`src/rtl/core/bldc_pkg.sv`:
```
// shared types and constants for the six-step bldc speed controller
// no dependencies
package bldc_pkg;

  localparam int unsigned TimerHz     = 1000000;
  localparam int unsigned PwmMax      = 255;
  localparam int unsigned WarmupTicks = 5;
  localparam logic [31:0] SpeedNum    = 32'(64'd10 * 64'(TimerHz));

  localparam logic [2:0] CFG_KP      = 3'd0;
  localparam logic [2:0] CFG_KI      = 3'd1;
  localparam logic [2:0] CFG_TARGET  = 3'd2;
  localparam logic [2:0] CFG_REVERSE = 3'd3;
  localparam logic [2:0] CFG_POWER   = 3'd4;

  typedef enum logic [3:0] {
    ST_IDLE,
    ST_DIV,
    ST_COMM,
    ST_ERR,
    ST_INTEG,
    ST_KP,
    ST_KI_LO,
    ST_KI_HI,
    ST_DUTY,
    ST_OUT
  } state_t;

  typedef struct packed {
    logic load;
    logic div_start;
    logic div_step;
    logic comm_upd;
    logic tick_upd;
    logic err_calc;
    logic integ_calc;
    logic kp_mul;
    logic ki_lo_mul;
    logic ki_hi_mul;
    logic duty_calc;
    logic out_load;
  } cmd_t;

  typedef struct packed {
    logic is_tick;
    logic moved;
    logic warm;
    logic div_done;
  } status_t;

  // phases driven with pwm and enabled per commutation step
  function automatic logic [2:0] step_drive(input logic [2:0] s);
    case (s)
      3'd0: step_drive = 3'b001;
      3'd1: step_drive = 3'b010;
      3'd2: step_drive = 3'b010;
      3'd3: step_drive = 3'b100;
      3'd4: step_drive = 3'b100;
      3'd5: step_drive = 3'b001;
      default: step_drive = 3'b000;
    endcase
  endfunction

  function automatic logic [2:0] step_enable(input logic [2:0] s);
    case (s)
      3'd0: step_enable = 3'b101;
      3'd1: step_enable = 3'b110;
      3'd2: step_enable = 3'b011;
      3'd3: step_enable = 3'b101;
      3'd4: step_enable = 3'b110;
      3'd5: step_enable = 3'b011;
      default: step_enable = 3'b000;
    endcase
  endfunction

endpackage

```
`src/rtl/core/bldc_ctrl.sv`:
```
// controller state machine sequencing commutation and pi updates
// depends on bldc_pkg
module bldc_ctrl (
  input  logic              clk,
  input  logic              rst_n,
  input  logic              in_valid,
  output logic              in_stall,
  input  logic              out_free,
  input  bldc_pkg::status_t sts,
  output bldc_pkg::cmd_t    cmd
);

  bldc_pkg::state_t state_r, state_nxt;

  always_ff @(posedge clk) begin
    if (!rst_n) begin
      state_r <= bldc_pkg::ST_IDLE;
    end else begin
      state_r <= state_nxt;
    end
  end

  always_comb begin
    state_nxt = state_r;
    unique case (state_r)
      bldc_pkg::ST_IDLE:  if (in_valid) state_nxt = bldc_pkg::ST_DIV;
      bldc_pkg::ST_DIV: begin
        if (sts.is_tick) state_nxt = sts.warm ? bldc_pkg::ST_ERR : bldc_pkg::ST_OUT;
        else if (!sts.moved || sts.div_done) state_nxt = bldc_pkg::ST_COMM;
      end
      bldc_pkg::ST_COMM:  state_nxt = bldc_pkg::ST_OUT;
      bldc_pkg::ST_ERR:   state_nxt = bldc_pkg::ST_INTEG;
      bldc_pkg::ST_INTEG: state_nxt = bldc_pkg::ST_KP;
      bldc_pkg::ST_KP:    state_nxt = bldc_pkg::ST_KI_LO;
      bldc_pkg::ST_KI_LO: state_nxt = bldc_pkg::ST_KI_HI;
      bldc_pkg::ST_KI_HI: state_nxt = bldc_pkg::ST_DUTY;
      bldc_pkg::ST_DUTY:  state_nxt = bldc_pkg::ST_OUT;
      bldc_pkg::ST_OUT:   if (out_free) state_nxt = bldc_pkg::ST_IDLE;
      default:            state_nxt = bldc_pkg::ST_IDLE;
    endcase
  end

  always_comb begin
    cmd = '0;
    in_stall = 1'b1;
    unique case (state_r)
      bldc_pkg::ST_IDLE: begin
        in_stall = 1'b0;
        cmd.load = in_valid;
      end
      bldc_pkg::ST_DIV: begin
        cmd.div_step = 1'b1;
        if (sts.is_tick) cmd.tick_upd = 1'b1;
      end
      bldc_pkg::ST_COMM:  cmd.comm_upd = 1'b1;
      bldc_pkg::ST_ERR:   cmd.err_calc = 1'b1;
      bldc_pkg::ST_INTEG: cmd.integ_calc = 1'b1;
      bldc_pkg::ST_KP:    cmd.kp_mul = 1'b1;
      bldc_pkg::ST_KI_LO: cmd.ki_lo_mul = 1'b1;
      bldc_pkg::ST_KI_HI: cmd.ki_hi_mul = 1'b1;
      bldc_pkg::ST_DUTY:  cmd.duty_calc = 1'b1;
      bldc_pkg::ST_OUT:   cmd.out_load = out_free;
      default: ;
    endcase
    cmd.div_start = cmd.load;
  end

  a_stall_busy: assert property (@(posedge clk) disable iff (!rst_n)
    (state_r != bldc_pkg::ST_IDLE) |-> in_stall)
    else $error("accepting while busy");
  a_load_next: assert property (@(posedge clk) disable iff (!rst_n)
    cmd.load |=> (state_r == bldc_pkg::ST_DIV))
    else $error("load did not start work");
  a_out_idle: assert property (@(posedge clk) disable iff (!rst_n)
    cmd.out_load |=> (state_r == bldc_pkg::ST_IDLE))
    else $error("result not retired");

endmodule

```
`src/rtl/core/bldc_dp.sv`:
```
// datapath: state registers, radix-2 speed divider, shared 32x32 multiplier
// depends on bldc_pkg
module bldc_dp (
  input  logic              clk,
  input  logic              rst_n,
  input  bldc_pkg::cmd_t    cmd,
  output bldc_pkg::status_t sts,
  input  logic              in_op,
  input  logic [2:0]        in_hall_sector,
  input  logic [31:0]       in_time_now,
  input  logic              cfg_valid,
  input  logic [2:0]        cfg_index,
  input  logic [31:0]       cfg_data,
  output logic [7:0]        res_pwm,
  output logic [2:0]        res_drive,
  output logic [2:0]        res_en,
  output logic [15:0]       res_speed,
  output logic [15:0]       res_duty
);

  logic [31:0] kp_r, ki_r;
  logic [15:0] target_r;
  logic        rev_r, pwr_r;

  always_ff @(posedge clk) begin
    if (!rst_n) begin
      kp_r <= 32'd77750; ki_r <= 32'd211120; target_r <= 16'd10000;
      rev_r <= 1'b0; pwr_r <= 1'b1;
    end else if (cfg_valid) begin
      unique case (cfg_index)
        bldc_pkg::CFG_KP:      kp_r <= cfg_data;
        bldc_pkg::CFG_KI:      ki_r <= cfg_data;
        bldc_pkg::CFG_TARGET:  target_r <= cfg_data[15:0];
        bldc_pkg::CFG_REVERSE: rev_r <= cfg_data[0];
        bldc_pkg::CFG_POWER:   pwr_r <= cfg_data[0];
        default: ;
      endcase
    end
  end

  logic        op_r;
  logic [2:0]  sec_r, prev_sec_r;
  logic [31:0] now_r, prev_stime_r, prev_ctime_r, dt_r;
  logic [15:0] speed_r, duty_r;
  logic signed [47:0] integ_r;
  logic [2:0]  warm_r;
  logic        moved_r;

  // divider: 10*TIMER_HZ / elapsed, one quotient bit per cycle
  logic [31:0] dvs_r, quo_r, rem_r;
  logic [5:0]  dcnt_r;
  logic [32:0] rem_sh;
  logic [2:0]  sec_mod, diff;
  logic [3:0]  diff_raw;
  assign sec_mod  = (in_hall_sector >= 3'd6) ? in_hall_sector - 3'd6 : in_hall_sector;
  assign diff_raw = {1'b0, sec_mod} + 4'd6 - {1'b0, prev_sec_r};
  assign diff     = (diff_raw >= 4'd6) ? 3'(diff_raw - 4'd6) : diff_raw[2:0];
  assign rem_sh   = {rem_r, bldc_pkg::SpeedNum[5'(dcnt_r - 6'd1)]};

  // shared multiplier with registered product
  logic [31:0] ma, mb;
  logic [63:0] prod_r;
  logic signed [16:0] err_r;
  logic [15:0] err_mag;
  logic [47:0] integ_mag;
  logic        ineg;
  logic [64:0] kp_term_r;
  logic [63:0] kilo_r;
  assign err_mag   = err_r[16] ? 16'(-err_r) : err_r[15:0];
  assign ineg      = integ_r[47];
  assign integ_mag = ineg ? 48'(-integ_r) : integ_r;

  always_comb begin
    ma = '0; mb = '0;
    if (cmd.integ_calc) begin ma = {{15{1'b0}}, err_mag, 1'b0} >> 1; mb = dt_r; end
    else if (cmd.kp_mul) begin ma = kp_r; mb = {16'd0, err_mag}; end
    else if (cmd.ki_lo_mul) begin ma = ki_r; mb = integ_mag[31:0]; end
    else begin ma = ki_r; mb = {16'd0, integ_mag[47:32]}; end
  end

  logic signed [49:0] acc_sum;
  logic signed [48:0] errdt;
  assign errdt   = err_r[16] ? -$signed({1'b0, prod_r[47:0]}) : $signed({1'b0, prod_r[47:0]});
  assign acc_sum = 50'(integ_r) + 50'(errdt);

  logic [64:0] ki_mag;
  logic signed [66:0] duty_sum;
  assign ki_mag   = 65'(prod_r) + 65'(ineg ? (kilo_r + 64'hFFFF_FFFF) >> 32 : kilo_r >> 32);

  always_ff @(posedge clk) begin
    prod_r <= 64'(ma) * 64'(mb);
    if (cmd.load) begin
      op_r <= in_op; sec_r <= sec_mod; now_r <= in_time_now;
      moved_r <= (diff != 3'd0);
      dvs_r <= in_time_now - prev_stime_r;
      dt_r  <= in_time_now - prev_ctime_r;
      rem_r <= '0; quo_r <= '0; dcnt_r <= 6'd32;
    end else if (cmd.div_step && dcnt_r != 6'd0) begin
      dcnt_r <= dcnt_r - 6'd1;
      if (rem_sh >= {1'b0, dvs_r}) begin
        rem_r <= 32'(rem_sh - {1'b0, dvs_r}); quo_r <= {quo_r[30:0], 1'b1};
      end else begin
        rem_r <= rem_sh[31:0]; quo_r <= {quo_r[30:0], 1'b0};
      end
    end
    if (cmd.err_calc) err_r <= $signed({1'b0, target_r}) - $signed({1'b0, speed_r});
    if (cmd.kp_mul) kilo_r <= '0;
    if (cmd.ki_lo_mul)
      kp_term_r <= err_r[16] ? 65'((prod_r + 64'hFFFF) >> 16) : 65'(prod_r >> 16);
    if (cmd.ki_hi_mul) kilo_r <= prod_r;
  end

  always_ff @(posedge clk) begin
    if (!rst_n) begin
      prev_sec_r <= '0; prev_stime_r <= '0; prev_ctime_r <= '0;
      speed_r <= '0; integ_r <= '0; duty_r <= '0; warm_r <= '0;
    end else begin
      if (cmd.comm_upd) begin
        prev_sec_r <= sec_r;
        if (moved_r) begin
          prev_stime_r <= now_r;
          speed_r <= (dvs_r == 32'd0 || quo_r > 32'd65535) ? 16'hFFFF : quo_r[15:0];
        end
      end
      if (cmd.tick_upd) begin
        prev_ctime_r <= now_r;
        if (warm_r < 3'(bldc_pkg::WarmupTicks)) warm_r <= warm_r + 3'd1;
      end
      if (cmd.integ_calc) begin
      end
      if (cmd.kp_mul) begin
        if (acc_sum > 50'sh7FFF_FFFF_FFFF) integ_r <= 48'h7FFF_FFFF_FFFF;
        else if (acc_sum < -50'sh8000_0000_0000) integ_r <= 48'h8000_0000_0000;
        else integ_r <= acc_sum[47:0];
      end
      if (cmd.duty_calc) begin
        if (duty_sum < 0) duty_r <= '0;
        else if (duty_sum > 67'sd32768) duty_r <= 16'd32768;
        else duty_r <= duty_sum[15:0];
      end
    end
  end

  assign duty_sum = (err_r[16] ? -$signed({2'b0, kp_term_r}) : $signed({2'b0, kp_term_r}))
                  + (ineg ? -$signed({2'b0, ki_mag}) : $signed({2'b0, ki_mag}));

  assign sts.is_tick  = op_r;
  assign sts.moved    = moved_r;
  assign sts.warm     = (warm_r >= 3'(bldc_pkg::WarmupTicks));
  assign sts.div_done = (dcnt_r == 6'd0);

  logic [2:0]  step;
  logic [23:0] pwm_full;
  assign step     = rev_r ? ((sec_r == 3'd0) ? 3'd5 : sec_r - 3'd1)
                          : ((sec_r == 3'd5) ? 3'd0 : sec_r + 3'd1);
  assign pwm_full = 24'(bldc_pkg::PwmMax) * {8'd0, duty_r};
  assign res_pwm  = pwm_full[22:15];
  assign res_drive = (!op_r && pwr_r) ? bldc_pkg::step_drive(step) : 3'b000;
  assign res_en    = (!op_r && pwr_r) ? bldc_pkg::step_enable(step) : 3'b000;
  assign res_speed = speed_r;
  assign res_duty  = duty_r;

  a_div_len: assert property (@(posedge clk) disable iff (!rst_n)
    cmd.load |=> (dcnt_r == 6'd32))
    else $error("divider not armed");
  a_duty_rng: assert property (@(posedge clk) disable iff (!rst_n)
    duty_r <= 16'd32768)
    else $error("duty out of range");
  a_warm_rng: assert property (@(posedge clk) disable iff (!rst_n)
    warm_r <= 3'(bldc_pkg::WarmupTicks))
    else $error("warmup overrun");

endmodule

```
`src/rtl/core/bldc_six_step_pi_speed_control.sv`:
```
// Six-step bldc commutation with a PI speed loop. Each accepted transaction
// yields one result. A commutation event whose sector moved waits on the
// one-bit-a-cycle speed divider; one with no move skips it. A PI tick after
// warmup uses the shared 32x32 multiplier for four products; during warmup
// it skips them. A result waits in the output register while the next
// transaction is taken. Depends on bldc_pkg, bldc_ctrl, bldc_dp.
module bldc_six_step_pi_speed_control (
  input  logic        clk,
  input  logic        rst_n,
  input  logic        in_valid,
  output logic        in_stall,
  input  logic        in_op,
  input  logic [2:0]  in_hall_sector,
  input  logic [31:0] in_time_now,
  output logic        out_valid,
  input  logic        out_stall,
  output logic [7:0]  out_pwm_a,
  output logic [7:0]  out_pwm_b,
  output logic [7:0]  out_pwm_c,
  output logic        out_enable_a,
  output logic        out_enable_b,
  output logic        out_enable_c,
  output logic [15:0] out_speed_rpm,
  output logic [15:0] out_duty_level,
  input  logic        cfg_valid,
  output logic        cfg_ready,
  input  logic [2:0]  cfg_index,
  input  logic [31:0] cfg_data
);

  bldc_pkg::cmd_t    cmd;
  bldc_pkg::status_t sts;
  logic [7:0]  pwm;
  logic [2:0]  drv, en;
  logic [15:0] spd, duty;
  logic        out_free, out_valid_r;

  assign cfg_ready = 1'b1;
  assign out_free  = !out_valid_r || !out_stall;

  bldc_ctrl u_ctrl (
    .clk, .rst_n, .in_valid, .in_stall, .out_free, .sts, .cmd
  );

  bldc_dp u_dp (
    .clk, .rst_n, .cmd, .sts, .in_op, .in_hall_sector, .in_time_now,
    .cfg_valid, .cfg_index, .cfg_data,
    .res_pwm(pwm), .res_drive(drv), .res_en(en), .res_speed(spd), .res_duty(duty)
  );

  always_ff @(posedge clk) begin
    if (!rst_n) begin
      out_valid_r <= 1'b0;
    end else if (cmd.out_load) begin
      out_valid_r <= 1'b1;
    end else if (!out_stall) begin
      out_valid_r <= 1'b0;
    end
  end

  always_ff @(posedge clk) begin
    if (cmd.out_load) begin
      out_pwm_a <= drv[0] ? pwm : 8'd0;
      out_pwm_b <= drv[1] ? pwm : 8'd0;
      out_pwm_c <= drv[2] ? pwm : 8'd0;
      out_enable_a <= en[0];
      out_enable_b <= en[1];
      out_enable_c <= en[2];
      out_speed_rpm <= spd;
      out_duty_level <= duty;
    end
  end

  assign out_valid = out_valid_r;

endmodule

```
`config.mk`:
```
export PLATFORM = sky130hd
export DESIGN_NAME = bldc_six_step_pi_speed_control
export DESIGN_NICKNAME = d
export VERILOG_FILES = /design/src/rtl/core/bldc_pkg.sv /design/src/rtl/core/bldc_ctrl.sv /design/src/rtl/core/bldc_dp.sv /design/src/rtl/core/bldc_six_step_pi_speed_control.sv
export SDC_FILE = /design/constraint.sdc
export NUM_CORES = 2
export LEC_CHECK = 0
export BUFFER_PORTS_ARGS = -buffer_cell sky130_fd_sc_hd__buf_4
export CORE_MARGIN = 4
export CORE_UTILIZATION = 66
export CTS_CLUSTER_SIZE = 10
export DETAILED_ROUTE_END_ITERATION = 7
export PLACE_DENSITY_LB_ADDON = 0.1
export SYNTH_ARGS = -nofsm -noshare
export SYNTH_HDL_FRONTEND = slang
export SYNTH_HIERARCHICAL = 1
export SYNTH_SLANG_ARGS = --single-unit
```
`constraint.sdc`:
```
create_clock -name clk -period 16.82 [get_ports clk]
set_input_delay 4.205 -clock clk [delete_from_list [all_inputs] [get_ports clk]]
set_output_delay 4.205 -clock clk [all_outputs]
set_load 0.02 [all_outputs]
```
==> key figures <==
Clocking
  – CTS tree: built
  – Post-CTS sizing: 0
  – Setup Buffers After CTS: 0
  – # hold bufs at CTS: 0
  – H-tree Lvls: 3
  – CTS max path bufs: 3
  – Clock-pin slew on the worst setup and hold paths: about 60 ps
  – Clock sink count: 661
  – Cts bufs inserted: 80
  – Worst-Skew Late Latency: between 700 and 800 ps
  – Clk root buf: clkbuf_16

Timing
  – Final setup fails: 0
  – Final period util: 0.755
  – Least-Margin Pin Slew: 1310 ps
  – Final min period: around 13000 ps
  – Headroom to the max-slew limit: 0.122
  – Clock Skew: roughly 46 ps
  – RSZ-0062 raised after global routing: false
  – Max Freq: between 70 and 80 MHz
  – Setup TNS: 0 ps
  – Final Hold Fails: 0
  – WHS: between 400 and 500 ps
  – Post-route setup slack: between 4000 and 5000 ps
  – Slew Viols, Final: 0

Floorplanning
  – Width of the die: roughly 360 um
  – IO Count: around 140
  – DIE AREA: between 100000 and 150000 um^2
  – Die Height: about 360 um
  – Total core area: about 120000 um^2
  – Row count: ~130
  – Initial Utilization: 0.666

Final layout
  – Layout cells sized above 1: 0.0578
  – Commonest non-fill, non-tap cell in the layout: nand2_1
  – Final instance area: 85300 um^2
  – Syn-to-layout area delta: 6.37%
  – Util after Layout: 0.709
  – Most frequent cells in the layout: nand2_1, inv_1, fa_1
  – Layout Cells excl Fill: 10900
  – Nets@finish: between 10000 and 15000

Synthesis
  – Mapped Cells: about 9300
  – Synth Net Count: 11000
  – Synth async-reset ratio: 0
  – Avg Synthesized Cell Area: 8.59 um^2
  – Synth warn: 6
  – Netlist cell types: between 100 and 150
  – Sequential fraction of the synthesis area: 0.201
  – Yosys reg bits: 661
  – Area contributors post-synth: fa_1, edfxtp_1, dfxtp_1
  – Largest area contributor in the netlist: fa_1
  – Post-Syn Area: roughly 80000 um^2
  – Top_reg_cell synth: dfxtp_1
  – Yosys top cell area share: 0.243
  – Count of flip-flops with a built-in enable after synthesis: 290

Drt
  – Post-route ant nets: 0
  – Via-to-Cell Ratio: 6.29
  – Vias: just under 70000
  – Initial DRT Pass Iterations: 8
  – DRC violations left: 1
  – Drt wl/cell: about 24 um
  – DRT iter0 DRCs: between 7000 and 8000
  – WL final: 262000 um

Run
  – Maxcap violations: 0

Critical path
  – Slowest cell delay on critical path: roughly 670 ps
  – Worst r2r dst: u_dp/prod_r[61]
  – Worst Reg-to-Reg Cells: 37
  – R2R Setup Slk: 4120 ps
  – CP max FO: 29
  – RR Startpoint: u_dp/integ_r[18]
  – Most frequent CP cell: fa_1
  – Critical path class: register to register
  – CP required: about 17000 ps
  – Max stage delay cell, worst path: a2111oi_0
  – WP data arrival: 13300 ps
  – Origin of the worst setup path: u_dp/integ_r[18]
  – Startpoint type of the worst setup path: register
  – CP Capture Type: register

Power
  – Pleak: about 40 nW
  – Power Total: roughly 5.6 mW
  – VDD IR max: between 150 and 200 uV
  – Pwr per Cell Area: ~65 nW/um^2

Placement
  – DP HPWL: roughly 200000 um
  – Area after DPL: 82700 um^2
  – Place WS: ~4500 ps
  – Port Buf Inserts: 136
  – Routability cong.: between 1 and 1.5
  – Dpl cells: approximately 11000

Run status
  – Violated checks: DRC
  – Status: finished, violations left

Global routing
  – Vias in the first global route: just under 70000
  – GRT Residual Overflow: 0
  – Largest net degree at the start of global routing: roughly 150
  – Initial antenna violation count: 25
  – Wire length of the first global-routing pass: 402000 um
  – Total GRT Usage: 0.412

Worst hold path
  – Hold Crit Depth: 2
  – Worst Hold End: u_dp/ki_r[12]
  – Min-delay src: u_dp/ki_r[12]
  – Worst Hold Class: register to register
-- critical path, delay by kind of cell, from the launching register on --
family | cells | cell delay [ps]
AOI/OAI and AO/OA | 17 | 4950
xor gates and xnor gates | 1 | 120
adders and majority gates | 9 | 4350
buffers and inverters | 4 | 530
DFF | 1 | 370
and+or+nand+nor | 6 | 2230
-- synth_stat cells, drive strengths merged, types with 208 or more instances --
| cell | instances |
|---|---|
| a21oi | 397 |
| clkbuf | 410 |
| dfxtp | 371 |
| edfxtp | 290 |
| fa | 973 |
| ha | 573 |
| inv | 1288 |
| nand2 | 1549 |
| nor2 | 496 |
| o21ai | 354 |
| xnor2 | 363 |
| xor2 | 208 |
-- layer usage --
layer / GRT usage / up-vias / wire length, um
li1: - / 30400 / -
met1: 0.519 / 33400 / 97200
met2: 0.649 / 3834 / 118000
met3: 0.104 / 915 / 28100
met4: 0.233 / 15 / 18400
met5: 0 / - / 250
-- final cells by class --
class | count | area [um^2]
inverters | 1289 | 4840
diodes | 16 | 40.0
clock buffers | 138 | 2340
multi-input cells | 6932 | 57800
well taps | 1612 | 2020
flip-flops and latches | 661 | 16100
repair buffers | 257 | 1950
fillers | 9193 | 35000
clock inverters | 10 | 173
-- state kept, by name (all words and copies together) (netlist names), 48 cells and up --
register / flops
u_dp/integ_r: 48
u_dp/prod_r: 64
u_dp/kp_term_r: 49
u_dp/kilo_r: 64
-- kinds of logic after synthesis --
kind of cell | Yosys count | synth area share
AND/OR/NAND/NOR | 3113 | 0.178
buffers and inverters | 1740 | 0.0819
AO/OA/AOI/OAI | 1616 | 0.133
adder cells (fa/ha/maj) | 1546 | 0.332
flip-flops | 661 | 0.201
XOR/XNOR | 571 | 0.0627
multiplexers | 85 | 0.0109
other | 1 | 0.0000468
-- report_power, final --
group | switching, mW | internal (mW)
logic | 1.27 | 0.708
registers | 0.102 | 1.81
clock network | 0.734 | 0.954
-- how the worst max path moves through the flow --
stage | endpoint | slack (ps) | cells after the start
finish | u_dp/prod_r[61] | 4120 | 37
global route | u_dp/prod_r[61] | 3600 | 40
floorplan | u_dp/prod_r[61] | 5060 | 39
detailed placement | u_dp/prod_r[61] | 4460 | 37
CTS | u_dp/prod_r[61] | 4370 | 37
global placement | u_dp/prod_r[61] | 4710 | 37
Power figures use the tool's default switching activity.
